### config.mk
export PLATFORM = sky130hd
export DESIGN_NAME = lfu_page_replacement_flat
export DESIGN_NICKNAME = d
export VERILOG_FILES = /design/src/rtl/lfu_pkg.sv /design/src/rtl/lfu_if.sv /design/src/rtl/lfu_cell.sv /design/src/rtl/lfu_page_replacement.sv /design/src/flat_wrapper.sv
export SDC_FILE = /design/constraint.sdc
export NUM_CORES = 1
export LEC_CHECK = 0
export BUFFER_PORTS_ARGS = -buffer_cell sky130_fd_sc_hd__clkbuf_2
export CORE_ASPECT_RATIO = 0.9
export CORE_MARGIN = 4
export CORE_UTILIZATION = 60
export CTS_CLUSTER_DIAMETER = 80
export DETAILED_ROUTE_END_ITERATION = 12
export PLACE_DENSITY_LB_ADDON = 0.12
export SYNTH_ARGS = -nofsm -noshare
export SYNTH_HDL_FRONTEND = slang
export SYNTH_SLANG_ARGS = --single-unit
### constraint.sdc
create_clock -name clock -period 8.6 [get_ports clock]
set_clock_uncertainty 0.1 [all_clocks]
set_input_delay 1.72 -clock clock [delete_from_list [all_inputs] [get_ports clock]]
set_output_delay 1.72 -clock clock [all_outputs]
set_load 0.02 [all_outputs]
### src/rtl/lfu_pkg.sv
// ----------------------------------------------------------------------------
// LFU page replacement package
// Shared widths, defaults and the control structs that travel between cells.
// ----------------------------------------------------------------------------
package lfu_pkg;

   localparam int FRAMES_DEF     = 4;
   localparam int PAGE_BITS_DEF  = 16;
   localparam int COUNT_BITS_DEF = 16;

   localparam int PAGE_NUMBER_W  = 16;
   localparam int FRAME_INDEX_W  = 2;
   localparam int FAULT_W        = 16;

   // control part of the search token
   typedef struct packed {
      logic valid;
      logic found;
      logic have_best;
   } lfu_tok_ctl_type;

   // control part of the update broadcast
   typedef struct packed {
      logic en;
      logic miss;
   } lfu_upd_ctl_type;

endpackage

### src/rtl/lfu_if.sv
// ----------------------------------------------------------------------------
// LFU channel interfaces
// Valid/ready channels for page references and replacement results.
// ----------------------------------------------------------------------------
interface lfu_req_if;
   import lfu_pkg::*;

   logic                     valid;
   logic                     ready;
   logic [PAGE_NUMBER_W-1:0] page_number;
   logic                     last_reference;

   modport source (output valid, output page_number, output last_reference, input ready);
   modport sink   (input valid, input page_number, input last_reference, output ready);
endinterface

interface lfu_rsp_if;
   import lfu_pkg::*;

   logic                     valid;
   logic                     ready;
   logic                     hit;
   logic [FRAME_INDEX_W-1:0] frame_index;
   logic [FAULT_W-1:0]       fault_total;
   logic                     sequence_end;

   modport source (output valid, output hit, output frame_index, output fault_total,
                   output sequence_end, input ready);
   modport sink   (input valid, input hit, input frame_index, input fault_total,
                   input sequence_end, output ready);
endinterface

### src/rtl/lfu_cell.sv
// ----------------------------------------------------------------------------
// LFU frame cell
// Holds one frame (valid, page, use count). Checks the passing search token
// for a hit and for a lower count, then hands it on from a register in the next cycle.
// ----------------------------------------------------------------------------
module lfu_cell #(
   parameter int CELL_INDEX = 0,
   parameter int IDX_W      = 2,
   parameter int PAGE_BITS  = 16,
   parameter int COUNT_BITS = 16
) (
   input  logic                    clock,
   input  logic                    reset,
   input  lfu_pkg::lfu_tok_ctl_type tok_ctl_in,
   input  logic [PAGE_BITS-1:0]    tok_page_in,
   input  logic [IDX_W-1:0]        tok_hit_idx_in,
   input  logic [IDX_W-1:0]        tok_best_idx_in,
   input  logic [COUNT_BITS-1:0]   tok_best_cnt_in,
   output lfu_pkg::lfu_tok_ctl_type tok_ctl_out,
   output logic [PAGE_BITS-1:0]    tok_page_out,
   output logic [IDX_W-1:0]        tok_hit_idx_out,
   output logic [IDX_W-1:0]        tok_best_idx_out,
   output logic [COUNT_BITS-1:0]   tok_best_cnt_out,
   input  lfu_pkg::lfu_upd_ctl_type upd_ctl,
   input  logic [IDX_W-1:0]        upd_idx,
   input  logic [PAGE_BITS-1:0]    upd_page
);
   import lfu_pkg::*;

   localparam logic [IDX_W-1:0] MY_IDX = IDX_W'(CELL_INDEX);

   logic                  valid_ff;
   logic [PAGE_BITS-1:0]  page_ff;
   logic [COUNT_BITS-1:0] count_ff;

   lfu_tok_ctl_type       ctl_ff, ctl_in;
   logic [PAGE_BITS-1:0]  tpage_ff;
   logic [IDX_W-1:0]      hit_idx_ff, hit_idx_in;
   logic [IDX_W-1:0]      best_idx_ff, best_idx_in;
   logic [COUNT_BITS-1:0] best_cnt_ff, best_cnt_in;
   logic                  match;
   logic                  sel;

   assign match = valid_ff && (page_ff == tok_page_in);
   assign sel   = upd_ctl.en && (upd_idx == MY_IDX);

   always_comb begin
      ctl_in      = tok_ctl_in;
      hit_idx_in  = tok_hit_idx_in;
      best_idx_in = tok_best_idx_in;
      best_cnt_in = tok_best_cnt_in;
      if (!tok_ctl_in.found && match) begin
         ctl_in.found = 1'b1;
         hit_idx_in   = MY_IDX;
      end
      if (!tok_ctl_in.have_best || (count_ff < tok_best_cnt_in)) begin
         ctl_in.have_best = 1'b1;
         best_idx_in      = MY_IDX;
         best_cnt_in      = count_ff;
      end
   end

   always_ff @(posedge clock) begin
      if (reset) begin
         ctl_ff <= '0;
      end else begin
         ctl_ff <= ctl_in;
      end
      tpage_ff    <= tok_page_in;
      hit_idx_ff  <= hit_idx_in;
      best_idx_ff <= best_idx_in;
      best_cnt_ff <= best_cnt_in;
   end

   // frame state
   always_ff @(posedge clock) begin
      if (reset) begin
         valid_ff <= 1'b0;
         count_ff <= '0;
      end else if (sel) begin
         if (upd_ctl.miss) begin
            valid_ff <= 1'b1;
            count_ff <= COUNT_BITS'(1);
         end else if (count_ff != '1) begin
            count_ff <= count_ff + COUNT_BITS'(1);
         end
      end
   end

   always_ff @(posedge clock) begin
      if (sel && upd_ctl.miss) begin
         page_ff <= upd_page;
      end
   end

   assign tok_ctl_out      = ctl_ff;
   assign tok_page_out     = tpage_ff;
   assign tok_hit_idx_out  = hit_idx_ff;
   assign tok_best_idx_out = best_idx_ff;
   assign tok_best_cnt_out = best_cnt_ff;

endmodule

### src/rtl/lfu_page_replacement.sv
// ----------------------------------------------------------------------------
// LFU page replacement
// Least-frequently-used replacement over a row of frame cells.
// ----------------------------------------------------------------------------
// Usage:
//   req_chan carries one page reference per beat (page_number, last_reference).
//   rsp_chan returns one beat per reference: hit, frame_index, fault_total and
//   sequence_end (the echo of last_reference).
//   A search token walks the frame cells, one cell per cycle, picking up the
//   lowest matching valid frame and the lowest-count frame (lowest index on
//   ties). After the last cell it is held in a done stage; the frame update and the
//   fault counter step happen when the result moves into the output register.
//   The result passes the entry stage, the cell row, the done stage and the output register.
//   A new reference is taken only after the previous one has moved into the output
//   register; one reference is in flight at a time.
//   Reset (synchronous): all frames empty, use counts and fault total zero.
//   When the receiver stalls, the finished reference waits in the done stage;
//   frame state is not touched and no new request is taken until it moves out.
// ----------------------------------------------------------------------------
module lfu_page_replacement #(
   parameter int FRAMES     = lfu_pkg::FRAMES_DEF,
   parameter int PAGE_BITS  = lfu_pkg::PAGE_BITS_DEF,
   parameter int COUNT_BITS = lfu_pkg::COUNT_BITS_DEF
) (
   input logic      clock,
   input logic      reset,
   lfu_req_if.sink  req_chan,
   lfu_rsp_if.source rsp_chan
);
   import lfu_pkg::*;

   localparam int IDX_W = $clog2(FRAMES);

   // token chain, entry at 0, last cell output at FRAMES
   lfu_tok_ctl_type       ch_ctl      [FRAMES+1];
   logic [PAGE_BITS-1:0]  ch_page     [FRAMES+1];
   logic [IDX_W-1:0]      ch_hit_idx  [FRAMES+1];
   logic [IDX_W-1:0]      ch_best_idx [FRAMES+1];
   logic [COUNT_BITS-1:0] ch_best_cnt [FRAMES+1];

   lfu_tok_ctl_type       entry_ctl_ff;
   logic [PAGE_BITS-1:0]  entry_page_ff;
   logic                  last_ff;
   logic                  busy_ff, busy_in;

   logic                  done_ff, done_in;
   logic                  done_found_ff;
   logic [IDX_W-1:0]      done_idx_ff;
   logic [PAGE_BITS-1:0]  done_page_ff;

   logic [FAULT_W-1:0]    fault_ff, fault_in;

   logic                     rsp_valid_ff, rsp_valid_in;
   logic                     rsp_hit_ff;
   logic [FRAME_INDEX_W-1:0] rsp_idx_ff;
   logic [FAULT_W-1:0]       rsp_fault_ff;
   logic                     rsp_end_ff;

   logic            accept;
   logic            commit;
   lfu_upd_ctl_type upd_ctl;
   logic [FRAMES:0] in_flight;

   assign accept = req_chan.valid && req_chan.ready;
   assign commit = done_ff && (!rsp_valid_ff || rsp_chan.ready);

   assign req_chan.ready = !busy_ff;

   // entry stage
   always_ff @(posedge clock) begin
      if (reset) begin
         entry_ctl_ff <= '0;
      end else begin
         entry_ctl_ff.valid     <= accept;
         entry_ctl_ff.found     <= 1'b0;
         entry_ctl_ff.have_best <= 1'b0;
      end
      if (accept) begin
         entry_page_ff <= PAGE_BITS'(req_chan.page_number);
         last_ff       <= req_chan.last_reference;
      end
   end

   assign ch_ctl[0]      = entry_ctl_ff;
   assign ch_page[0]     = entry_page_ff;
   assign ch_hit_idx[0]  = '0;
   assign ch_best_idx[0] = '0;
   assign ch_best_cnt[0] = '0;

   assign upd_ctl.en   = commit;
   assign upd_ctl.miss = !done_found_ff;

   for (genvar i = 0; i < FRAMES; i++) begin : g_cell
      lfu_cell #(
         .CELL_INDEX (i),
         .IDX_W      (IDX_W),
         .PAGE_BITS  (PAGE_BITS),
         .COUNT_BITS (COUNT_BITS)
      ) u_cell (
         .clock            (clock),
         .reset            (reset),
         .tok_ctl_in       (ch_ctl[i]),
         .tok_page_in      (ch_page[i]),
         .tok_hit_idx_in   (ch_hit_idx[i]),
         .tok_best_idx_in  (ch_best_idx[i]),
         .tok_best_cnt_in  (ch_best_cnt[i]),
         .tok_ctl_out      (ch_ctl[i+1]),
         .tok_page_out     (ch_page[i+1]),
         .tok_hit_idx_out  (ch_hit_idx[i+1]),
         .tok_best_idx_out (ch_best_idx[i+1]),
         .tok_best_cnt_out (ch_best_cnt[i+1]),
         .upd_ctl          (upd_ctl),
         .upd_idx          (done_idx_ff),
         .upd_page         (done_page_ff)
      );
      assign in_flight[i] = ch_ctl[i+1].valid;
   end
   assign in_flight[FRAMES] = done_ff;

   always_comb begin
      busy_in = busy_ff;
      if (accept) begin
         busy_in = 1'b1;
      end else if (commit) begin
         busy_in = 1'b0;
      end
   end

   always_comb begin
      done_in = done_ff;
      if (ch_ctl[FRAMES].valid) begin
         done_in = 1'b1;
      end else if (commit) begin
         done_in = 1'b0;
      end
   end

   always_comb begin
      fault_in = fault_ff;
      if (commit && !done_found_ff && (fault_ff != '1)) begin
         fault_in = fault_ff + FAULT_W'(1);
      end
   end

   always_comb begin
      rsp_valid_in = rsp_valid_ff;
      if (commit) begin
         rsp_valid_in = 1'b1;
      end else if (rsp_chan.ready) begin
         rsp_valid_in = 1'b0;
      end
   end

   always_ff @(posedge clock) begin
      if (reset) begin
         busy_ff      <= 1'b0;
         done_ff      <= 1'b0;
         fault_ff     <= '0;
         rsp_valid_ff <= 1'b0;
      end else begin
         busy_ff      <= busy_in;
         done_ff      <= done_in;
         fault_ff     <= fault_in;
         rsp_valid_ff <= rsp_valid_in;
      end
   end

   always_ff @(posedge clock) begin
      if (ch_ctl[FRAMES].valid) begin
         done_found_ff <= ch_ctl[FRAMES].found;
         done_idx_ff   <= ch_ctl[FRAMES].found ? ch_hit_idx[FRAMES] : ch_best_idx[FRAMES];
         done_page_ff  <= ch_page[FRAMES];
      end
      if (commit) begin
         rsp_hit_ff   <= done_found_ff;
         rsp_idx_ff   <= FRAME_INDEX_W'(done_idx_ff);
         rsp_fault_ff <= fault_in;
         rsp_end_ff   <= last_ff;
      end
   end

   assign rsp_chan.valid        = rsp_valid_ff;
   assign rsp_chan.hit          = rsp_hit_ff;
   assign rsp_chan.frame_index  = rsp_idx_ff;
   assign rsp_chan.fault_total  = rsp_fault_ff;
   assign rsp_chan.sequence_end = rsp_end_ff;

`ifndef NO_ASSERTIONS
   a_one_in_flight: assert property (@(posedge clock) disable iff (reset)
      $onehot0(in_flight))
      else $error("more than one reference in flight");

   a_idle_empty: assert property (@(posedge clock) disable iff (reset)
      !busy_ff |-> (in_flight == '0))
      else $error("token present while idle");

   a_accept_busy: assert property (@(posedge clock) disable iff (reset)
      accept |=> busy_ff && !req_chan.ready)
      else $error("request taken without going busy");

   a_commit_out: assert property (@(posedge clock) disable iff (reset)
      commit |=> rsp_valid_ff && !busy_ff && !done_ff)
      else $error("commit did not load output register");
`endif

endmodule

### src/flat_wrapper.sv
// flat-port wrapper written by rule: the top's interface ports become plain ports
module lfu_page_replacement_flat import lfu_pkg::*;
#(
   parameter int FRAMES     = lfu_pkg::FRAMES_DEF,
   parameter int PAGE_BITS  = lfu_pkg::PAGE_BITS_DEF,
   parameter int COUNT_BITS = lfu_pkg::COUNT_BITS_DEF
)
  (clock, reset, req_chan_valid, req_chan_page_number, req_chan_last_reference, req_chan_ready, rsp_chan_valid, rsp_chan_hit, rsp_chan_frame_index, rsp_chan_fault_total, rsp_chan_sequence_end, rsp_chan_ready);
  lfu_req_if req_chan_i ();
  lfu_rsp_if rsp_chan_i ();
  input logic clock;
  input logic reset;
  input wire logic [$bits(req_chan_i.valid)-1:0] req_chan_valid;
  input wire logic [$bits(req_chan_i.page_number)-1:0] req_chan_page_number;
  input wire logic [$bits(req_chan_i.last_reference)-1:0] req_chan_last_reference;
  output wire logic [$bits(req_chan_i.ready)-1:0] req_chan_ready;
  output wire logic [$bits(rsp_chan_i.valid)-1:0] rsp_chan_valid;
  output wire logic [$bits(rsp_chan_i.hit)-1:0] rsp_chan_hit;
  output wire logic [$bits(rsp_chan_i.frame_index)-1:0] rsp_chan_frame_index;
  output wire logic [$bits(rsp_chan_i.fault_total)-1:0] rsp_chan_fault_total;
  output wire logic [$bits(rsp_chan_i.sequence_end)-1:0] rsp_chan_sequence_end;
  input wire logic [$bits(rsp_chan_i.ready)-1:0] rsp_chan_ready;
  assign req_chan_i.valid = req_chan_valid;
  assign req_chan_i.page_number = req_chan_page_number;
  assign req_chan_i.last_reference = req_chan_last_reference;
  assign req_chan_ready = req_chan_i.ready;
  assign rsp_chan_valid = rsp_chan_i.valid;
  assign rsp_chan_hit = rsp_chan_i.hit;
  assign rsp_chan_frame_index = rsp_chan_i.frame_index;
  assign rsp_chan_fault_total = rsp_chan_i.fault_total;
  assign rsp_chan_sequence_end = rsp_chan_i.sequence_end;
  assign rsp_chan_i.ready = rsp_chan_ready;
  lfu_page_replacement #(.FRAMES(FRAMES), .PAGE_BITS(PAGE_BITS), .COUNT_BITS(COUNT_BITS)) u_core (.clock(clock), .reset(reset), .req_chan(req_chan_i), .rsp_chan(rsp_chan_i));
endmodule
Word level (Yosys, flattened, before mapping)
Cells that the tools add are included.

storage, ports and cells
  output and inout port bits = 22
  input port bits = 21
  memories kept = 0
  memory bits (writable) = 0
  ROM bits = 0
  register bits = 343
  logic and storage cells = 150
  latch bits = 0

cells by class
  equal/unequal tests = 16
  magnitude comparators = 4
  reductions and logical operators = 48
  bitwise gates (word level) = 1
  multipliers = 0
  $add $sub $neg = 5
  shift-type cells = 0
  divide/modulo/power cells = 0
  muxes and demuxes = 26

operators by type and width
  kind                                                 number
  two-way mux 16 bit                                   11
  adder 16 x 1 -> 16 bit, second input constant        5
  != test 16 bit, second input constant                5
  equality test 16 bit                                 4
  < comparator 16 bit                                  3
  logical AND 1 bit                                    20
  < comparator 16 x 1 -> 1 bit, second input constant  1
  AND reduction 2 bit                                  8
  two-way mux 1 bit                                    14
  logical NOT 1 bit                                    9
  != test 2 bit, second input constant                 4
  nonzero test 2 bit                                   3
  logical OR 1 bit                                     5
  equality test 2 bit, second input constant           2
  equality test 2 x 1 -> 1 bit, second input constant  1
  logical NOT 1 bit, first input constant              2
  logical NOT 2 bit                                    1
  two-way mux 2 bit                                    1
  inverter 1 bit                                       1

Longest topological paths before layout
Gate-level depths: netlist of the first run.

  word-level depth = 6
  gate-level depth with buffers = 8
  gate-level depth less buffers = 7

Hierarchy
From an unflattened synthesis of the first run, not the netlist that was laid out.

unflattened totals
  cells, all modules = 1230
  area, all modules = 14881.8 um^2

modules (own cells, without submodules)
  module                                  times used  cells an instance  area each (um^2)
  lfu_cell (u_core.g_cell[1].u_cell ...)  2           257                2999.1
  lfu_cell (u_core.g_cell[3].u_cell)      1           258                2981.6
  lfu_cell (u_core.g_cell[0].u_cell)      1           257                2979.1
  lfu_page_replacement                    1           201                2922.8

Worst setup path before layout of the first run
Ideal clock, no wire load.

  path type = input-to-reg
  start = input rsp_chan_ready
  end = register u_core.g_cell[0].u_cell.page_ff[0], enable pin
  path slack = 4.652 ns
  arrival time = 3.436 ns
  setup time = 0.412 ns
  cell stages on the path = 5
  cells stage by stage = nand2b_1 > buf_2 > buf_2 > nand2_1 > nor3_1

between the ends
  word-level cells in the longest chain between the ends = 4

RTL lines
  element                 line                        RTL
  start: declaration      flat_wrapper.sv:22          input wire logic [$bits(rsp_chan_i.ready)-1:0] rsp_chan_ready;
  logical OR 1 bit        lfu_page_replacement.sv:65  assign commit = done_ff && (!rsp_valid_ff || rsp_chan.ready);
  logical AND 1 bit       lfu_page_replacement.sv:65
  logical AND 1 bit       lfu_cell.sv:45              assign sel = upd_ctl.en && (upd_idx == MY_IDX);
  logical AND 1 bit       lfu_cell.sv:91              if (sel && upd_ctl.miss) begin
  end signal: assignment  lfu_cell.sv:92              page_ff <= upd_page;
  end: declaration        lfu_cell.sv:33              logic [PAGE_BITS-1:0] page_ff;

Every way passes these cells.
A chain may end at the register's enable or synchronous reset.

Worst setup path after layout of the first run
  start = input rsp_chan_ready
  end = register u_core.g_cell[2].u_cell.count_ff[2]

between the ends
  word-level cells in the longest chain between the ends = 4

RTL lines
  element                        line                        RTL
  logical OR 1 bit               lfu_page_replacement.sv:65
  logical AND 1 bit              lfu_page_replacement.sv:65
  logical AND 1 bit              lfu_cell.sv:45
  AND reduction 2 bit (no line)  n/a
  end signal: assignment         lfu_cell.sv:85              count_ff <= count_ff + COUNT_BITS'(1);
  end: declaration               lfu_cell.sv:34              logic [COUNT_BITS-1:0] count_ff;

Every way passes these cells.

==> results of run 1 <==
==> cell type report <==
| class | count | area (um2) | share of cell area [%] |
|---|---|---|---|
| Clock buffer | 45 | 953 | 6.45 |
| Clock inverter | 17 | 255 | 1.73 |
| Inverter | 63 | 236 | 1.60 |
| Multi-Input combinational cell | 648 | 4700 | 31.8 |
| Sequential cell | 341 | 8030 | 54.3 |
| Tap cell | 286 | 358 | 2.42 |
| Timing Repair Buffer | 46 | 240 | 1.63 |
==> path summary, 6_finish.rpt <==
check | end | cells after the start | slack (ns)
min | u_core.g_cell[3].u_cell.tok_page_out[3] | 0 | 0.25
max reg2reg | u_core.g_cell[1].u_cell.tok_best_cnt_out[3] | 5 | 5.74
max | u_core.g_cell[2].u_cell.count_ff[2] | 5 | 5.07
min reg2reg | u_core.g_cell[3].u_cell.tok_page_out[3] | 0 | 0.25
==> registers in the layout (all words and copies together), names as in the netlist, 2 cells and up <==
signal,count
u_core.g_cell.u_cell.tok_best_cnt_out,48
u_core.g_cell.u_cell.tok_page_out,64
u_core.entry_page_ff,16
u_core.fault_ff,16
u_core.g_cell.u_cell.count_ff,64
u_core.g_cell.u_cell.tok_best_idx_out,5
u_core.done_page_ff,16
u_core.g_cell.u_cell.tok_hit_idx_out,5
u_core.rsp_chan.frame_index,2
u_core.rsp_chan.fault_total,16
u_core.g_cell.u_cell.page_ff,64
u_core.done_idx_ff,2
u_core.g_cell.u_cell.tok_ctl_out,11
u_core.g_cell.u_cell.valid_ff,4
==> stage by stage <==
stage                     area, um2  hold WS (ns)  cells  setup WS [ns]
after CTS                     14800         0.249   1446           5.06
after global placement        13600         0.254   1384           4.64
final                         14800         0.252   1446           5.07
after detailed placement      13600         0.255   1384           4.55
after global routing          14800         0.251   1446           4.90
after floorplan               13100         0.249   1075           4.65
==> worst max-delay path, cell delays in order <==
cell	delay (ns)
sky130_fd_sc_hd__clkbuf_2	0.07
sky130_fd_sc_hd__nand2b_1	0.55
sky130_fd_sc_hd__and3_1	0.96
sky130_fd_sc_hd__or2_2	0.41
sky130_fd_sc_hd__nor2_1	0.09
==> layout by cell type, fill, tap and decap left out, types with 6 or more instances in the layout <==
cell type / count
sky130_fd_sc_hd__or2_2: 10
sky130_fd_sc_hd__edfxtp_1: 120
sky130_fd_sc_hd__a211oi_1: 15
sky130_fd_sc_hd__nor3_1: 14
sky130_fd_sc_hd__o21a_1: 14
sky130_fd_sc_hd__and2_1: 21
sky130_fd_sc_hd__nor4_1: 26
sky130_fd_sc_hd__inv_1: 63
sky130_fd_sc_hd__nand3_1: 43
sky130_fd_sc_hd__xnor2_1: 66
sky130_fd_sc_hd__and4_1: 10
sky130_fd_sc_hd__clkbuf_1: 6
sky130_fd_sc_hd__o21ai_0: 11
sky130_fd_sc_hd__clkbuf_2: 42
sky130_fd_sc_hd__and3_1: 17
sky130_fd_sc_hd__mux2_2: 25
sky130_fd_sc_hd__xor2_1: 47
sky130_fd_sc_hd__mux2i_1: 15
sky130_fd_sc_hd__nand4_1: 27
sky130_fd_sc_hd__nor2_1: 61
sky130_fd_sc_hd__dfxtp_1: 221
sky130_fd_sc_hd__nor2b_1: 7
sky130_fd_sc_hd__clkbuf_16: 35
sky130_fd_sc_hd__or3_1: 9
sky130_fd_sc_hd__bufinv_16: 6
sky130_fd_sc_hd__a21oi_1: 41
sky130_fd_sc_hd__ha_1: 50
sky130_fd_sc_hd__nand2_1: 50
==> cell families (layout without fill, tap and decap cells) <==
logic type      Yosys count  count (layout)
xor+xnor                113             113
flops                   341             341
fa+ha+maj                50              50
mux                      44              44
simple gates            321             321
compound gates          120             120
buf+inv                  86             171
==> power by group through the flow <==
stage               clock, mW  sequential [mW]  combinational [mW]
floorplan                   0             1.73              0.0316
global placement            0             1.74              0.0462
detailed placement          0             1.74              0.0468
CTS                      1.59             1.70              0.0473
global route             1.67             1.70              0.0511
finish                   1.57             1.70              0.0465
==> metal layers <==
metal	vias up	part of all wire, %	GRT usage [%]
met4	0	2.1	5.87
met3	48	4.4	3.37
met2	196	44	32.6
met1	3856	49	32.3
met5	-	0	0
li1	3956	-	-
==> impl_metrics.yaml, run 1 <==
status:
  status: "finished clean"
synth:
  synthAdderAreaFrac_pct: 4.79
  syn-num-nets: 1146
  yosys-top-cells-count: "sky130_fd_sc_hd__dfxtp_1 (221), sky130_fd_sc_hd__edfxtp_1 (120), sky130_fd_sc_hd__xnor2_1 (66)"
  synth_warn: 0
  synth_top_area_cell: "sky130_fd_sc_hd__dfxtp_1"
  synth_area_um2: 13100
  yosys_register_bits: 341
  synth_top_area_share_pct: 33.9
  synthTopCellsByArea: "sky130_fd_sc_hd__dfxtp_1 (34%), sky130_fd_sc_hd__edfxtp_1 (28%), sky130_fd_sc_hd__ha_1 (4.8%)"
  synth_compound_area_share_pct: 6.49
  postSynthAreaPerCell_um2: 12.2
  asyncSetResetFlopFracSynth_pct: 0
  ys_types: 58
  synthesis.instances: 1075
  post_synth_and_or_nand_nor_area_fraction_pct: 13.3
  synth_top_family_by_area: "simple AND/OR/NAND/NOR gates"
  xor_and_xnor_fraction_of_the_mapped_netlist_area_pct: 7.58
  synth-edff-count: 120
  yosysMostFrequentCell: "sky130_fd_sc_hd__dfxtp_1"
  mux_contribution_to_synthesized_area_pct: 3.76
  yosysSeqAreaShare_pct: 61.5
  ys_dominant_reg_cell: "sky130_fd_sc_hd__dfxtp_1"
placed_design:
  numPortBuffers: 42
  gp_congestion: 0.816
  hpwl_um: 16900
clock_tree:
  clkLatencyLatePin_ns: 0.52
  cts_setup_buffers: 0
  ctsRootBufferMaster: "sky130_fd_sc_hd__clkbuf_16"
  clock-sinks: 341
  cts.path.max_buffers: 3
  cts_tree: "built"
  htree_num_levels: 2
  post_cts_hold_buffer_count: 0
  post_cts_resized: 0
  cts.clk_slew.worst_paths_ns: 0.06
  cts_buffers: 34
drt:
  route.antenna.remaining_nets: 0
  routed_wl_um: 25200
  drt_first_pass_iters: 5
  detail_route.vias_per_cell: 5.57
  via_count: 8056
  wl_per_cell_um: 17.4
  drc: 0
  drt_iter0_drc: 711
job:
  max_cap_viol_count: 0
worst_setup_path:
  crit_path_start_kind: "input pin"
  worstSetupEndpointType: "flop"
  critPathRequiredTime_ns: 8.88
  critical_path.max_fanout: 21
  arrival_ns: 3.81
  worstSetupStartpoint: "rsp_chan_ready"
  critPathKind: "input pin to flop"
  worst_r2r_startpoint: "u_core.g_cell[1].u_cell.count_ff[1]"
power:
  vdd_ir_drop_max_mv: 0.159
  seq_power_share_pct: 51.3
  power.leakage_nw: 5.41
  switching_share_pct: 19.5
  share_comb_of_total_power_pct: 1.4
  power_density_nw_per_um2: 225
  switching_power_mw: 0.648
  finalPower_mw: 3.32
  cellInternalPower_mw: 2.67
  power.share.clock_pct: 47.3
sta:
  rsz0062_at_grt: "no"
  finalHoldViolCount: 0
  fmax_mhz: 284
  slew_at_the_pin_with_the_worst_max_slew_slack_ns: 1.14
  layout_worst_path_cycle_share_pct: 41.0
  finalWorstPathRequiredPeriod_ns: 3.53
  relSlewSlack_pct: 23.6
  final-max-slew-violation-count: 0
  setup_viol: 0
  tns_ns: 0
layout:
  n_antenna_cell: 0
  area_delta_synth_final_pct: 13.1
  final_core_utilization_pct: 70.1
  drive_gt1_share_pct: 13.4
  finish.net_count: 1205
  n_fill_cell: 1516
die:
  design.core.area_um2: 21100
  chipHeight_um: 148
  design.die.area_um2: 24200
  ioPinCount: 43
  floorplan.die.width_um: 164
  row_count: 50
  start_util_pct: 62.0
global_routing:
  grt_pass1_vias: 7811
  groute.usage.overall_pct: 21.5
  grt_first_pass_wirelength_um: 41300
  grt_max_degree: 29
  global_route_total_overflow: 0
  antenna_found_initial: 0
worst_hold_path:
  hold_crit_class: "flop to flop"
  min_from: "u_core.g_cell[2].u_cell.tok_page_out[3]"
Power figures use the tool's default switching activity.
==> run 2, diff against run 1 <==
--- a/config.mk
+++ b/config.mk
@@ -8,7 +8,7 @@
 export BUFFER_PORTS_ARGS = -buffer_cell sky130_fd_sc_hd__clkbuf_2
 export CORE_ASPECT_RATIO = 0.9
 export CORE_MARGIN = 4
-export CORE_UTILIZATION = 60
+export CORE_UTILIZATION = 55
 export CTS_CLUSTER_DIAMETER = 80
 export DETAILED_ROUTE_END_ITERATION = 12
 export PLACE_DENSITY_LB_ADDON = 0.12
==> constraint.sdc (replaced) <==
create_clock -name clock -period 3 [get_ports clock]
set_clock_uncertainty 0.1 [all_clocks]
set_input_delay 0.6 -clock clock [delete_from_list [all_inputs] [get_ports clock]]
set_output_delay 0.6 -clock clock [all_outputs]
set_load 0.02 [all_outputs]
==> run 2 against run 1 <==
Compared with the run above: die area rose by 8.6%; power grew to 2.9 times the previous value; count of clock-buffer cells in the layout up 6; global-route usage shrank 1.7 points; largest cell class unchanged; critical path type is now flop to flop.
==> impl_metrics.yaml, run 2 (synthesized netlist as in run 1, its figures left out) <==
drt:
  wl_per_cell_um: 17.2
  drc: 0
  route.antenna.remaining_nets: 0
  routed_wl_um: 25400
  detail_route.vias_per_cell: 5.43
  via_count: 8038
  drt_first_pass_iters: 5
  drt_iter0_drc: 440
worst_setup_path:
  slowest_stage_cell_cp: "sky130_fd_sc_hd__a2111oi_0"
  crit_path_start_kind: "flop"
  critical_path_cell_by_cell: "ha_1, a2111oi_0, o311ai_0, o21ai_2, buf_4, mux2_2"
  worstSetupEndpointType: "flop"
  critPathKind: "flop to flop"
  slowest_delay_ns: 0.43
  timing.critical_path.max_delay_family: "compound AO/OA/AOI/OAI gates"
  timing.critical_path.buf_inv: 1
  critical_path.max_fanout: 13
  critPathRequiredTime_ns: 3.29
  arrival_ns: 2.80
worst_hold_path:
  hold_crit_class: "input pin to flop"
layout:
  drive_gt1_share_pct: 15.1
  final_core_utilization_pct: 64.1
  n_antenna_cell: 0
  area_delta_synth_final_pct: 14.5
  finish.net_count: 1223
  most_used_cells_in_the_layout_excluding_fill_and_tap_cells: "sky130_fd_sc_hd__dfxtp_1 (221), sky130_fd_sc_hd__edfxtp_1 (120), sky130_fd_sc_hd__xnor2_1 (66)"
  layout_commonest_cell: "sky130_fd_sc_hd__dfxtp_1"
  post_layout_nonfiller_instances: 1481
clock_tree:
  cts_buffers: 35
  ctsRootBufferMaster: "sky130_fd_sc_hd__clkbuf_16"
  clkLatencyLatePin_ns: 0.51
  clock-sinks: 341
  cts.clk_slew.worst_paths_ns: 0.06
  cts.path.max_buffers: 3
  cts_tree: "built"
  htree_num_levels: 2
  post_cts_hold_buffer_count: 0
  post_cts_resized: 0
  cts_setup_buffers: 0
global_routing:
  global_route.peak_usage_layer: "met1"
  grt_max_degree: 23
  antenna_found_initial: 0
  grt_use_met2_pct: 29.4
  global_route_total_overflow: 0
  groute.usage.overall_pct: 19.7
  grt_util_met3_pct: 3.76
  groute.layer.met1.usage_pct: 29.7
  grt_pass1_vias: 7902
  grt_first_pass_wirelength_um: 41400
die:
  floorplan.die.width_um: 170
  row_count: 53
  start_util_pct: 56.0
  design.core.area_um2: 23300
  design.die.area_um2: 26300
  chipHeight_um: 154
  ioPinCount: 43
power:
  power_density_nw_per_um2: 637
  vdd_ir_drop_max_mv: 0.591
  power.leakage_nw: 5.52
  finalPower_mw: 9.52
sta:
  fmax_mhz: 398
  finalWorstPathRequiredPeriod_ns: 2.51
  relSlewSlack_pct: 50.4
  tns_ns: 0
  slew_at_the_pin_with_the_worst_max_slew_slack_ns: 0.744
  rsz0062_at_grt: "no"
  final-max-slew-violation-count: 0
  setup_viol: 0
  finalHoldViolCount: 0
  layout_worst_path_cycle_share_pct: 83.7
placed_design:
  numPortBuffers: 42
  place.detailed.instances: 1417
  hpwl_um: 17500
  gp_congestion: 0.827
status:
  status: "finished clean"
job:
  max_cap_viol_count: 0
-- run 2: worst paths after layout --
| path | from | end | slack [ns] | depth (start not counted) |
|---|---|---|---|---|
| min reg2reg | u_core.g_cell[0].u_cell.tok_page_out[8] | u_core.g_cell[1].u_cell.tok_page_out[8] | 0.26 | 0 |
| max reg2reg | u_core.g_cell[1].u_cell.count_ff[1] | u_core.g_cell[1].u_cell.tok_best_cnt_out[15] | 0.49 | 6 |
| min | req_chan_page_number[0] | u_core.entry_page_ff[0] | 0.16 | 1 |
| max | u_core.g_cell[1].u_cell.count_ff[1] | u_core.g_cell[1].u_cell.tok_best_cnt_out[15] | 0.49 | 6 |
-- run 2: report_power, final --
part	total [mW]	internal, mW	leakage, nW	switching [mW]
Combinational	0.142	0.0611	2.05	0.0804
Clock	4.50	2.77	0.606	1.74
Sequential	4.88	4.84	2.86	0.0418
Total	9.52	7.66	5.52	1.86
-- run 2: final cells by class --
cell class                 count  area (um2)
timing repair buffer          63         380
sequential                   341        8030
tap                          302         378
clock buffer                  51        1040
fill                        1804        8390
multi-input combinational    648        4700
inverter                      63         236
clock inverter                13         191
-- run 2: metal layers --
| metal | wire length (um) | part of all wire [%] |
|---|---|---|
| met1 | 12800 | 50 |
| met2 | 11000 | 43 |
| met3 | 1120 | 4.4 |
| met4 | 495 | 1.9 |
| met5 | 0 | 0 |
-- run 2: worst reg2reg max path: cells and delay by family, from the launching register on --
| family | cells | cell delay (ns) |
|---|---|---|
| AOI/OAI and AO/OA | 3 | 0.94 |
| DFF | 1 | 0.42 |
| muxes | 1 | 0.38 |
| buffers and inverters | 1 | 0.29 |
| adders and majority gates | 1 | 0.26 |
-- run 2: metrics by stage --
| stage | worst slack (ns) | cell area, um2 | hold WS, ns |
|---|---|---|---|
| detailed placement | 0.363 | 13700 | 0.255 |
| global placement | 0.441 | 13700 | 0.253 |
| CTS | 0.456 | 15000 | 0.140 |
| global route | 0.256 | 15000 | 0.138 |
| floorplan | 0.172 | 13100 | 0.249 |
| finish | 0.489 | 15000 | 0.160 |
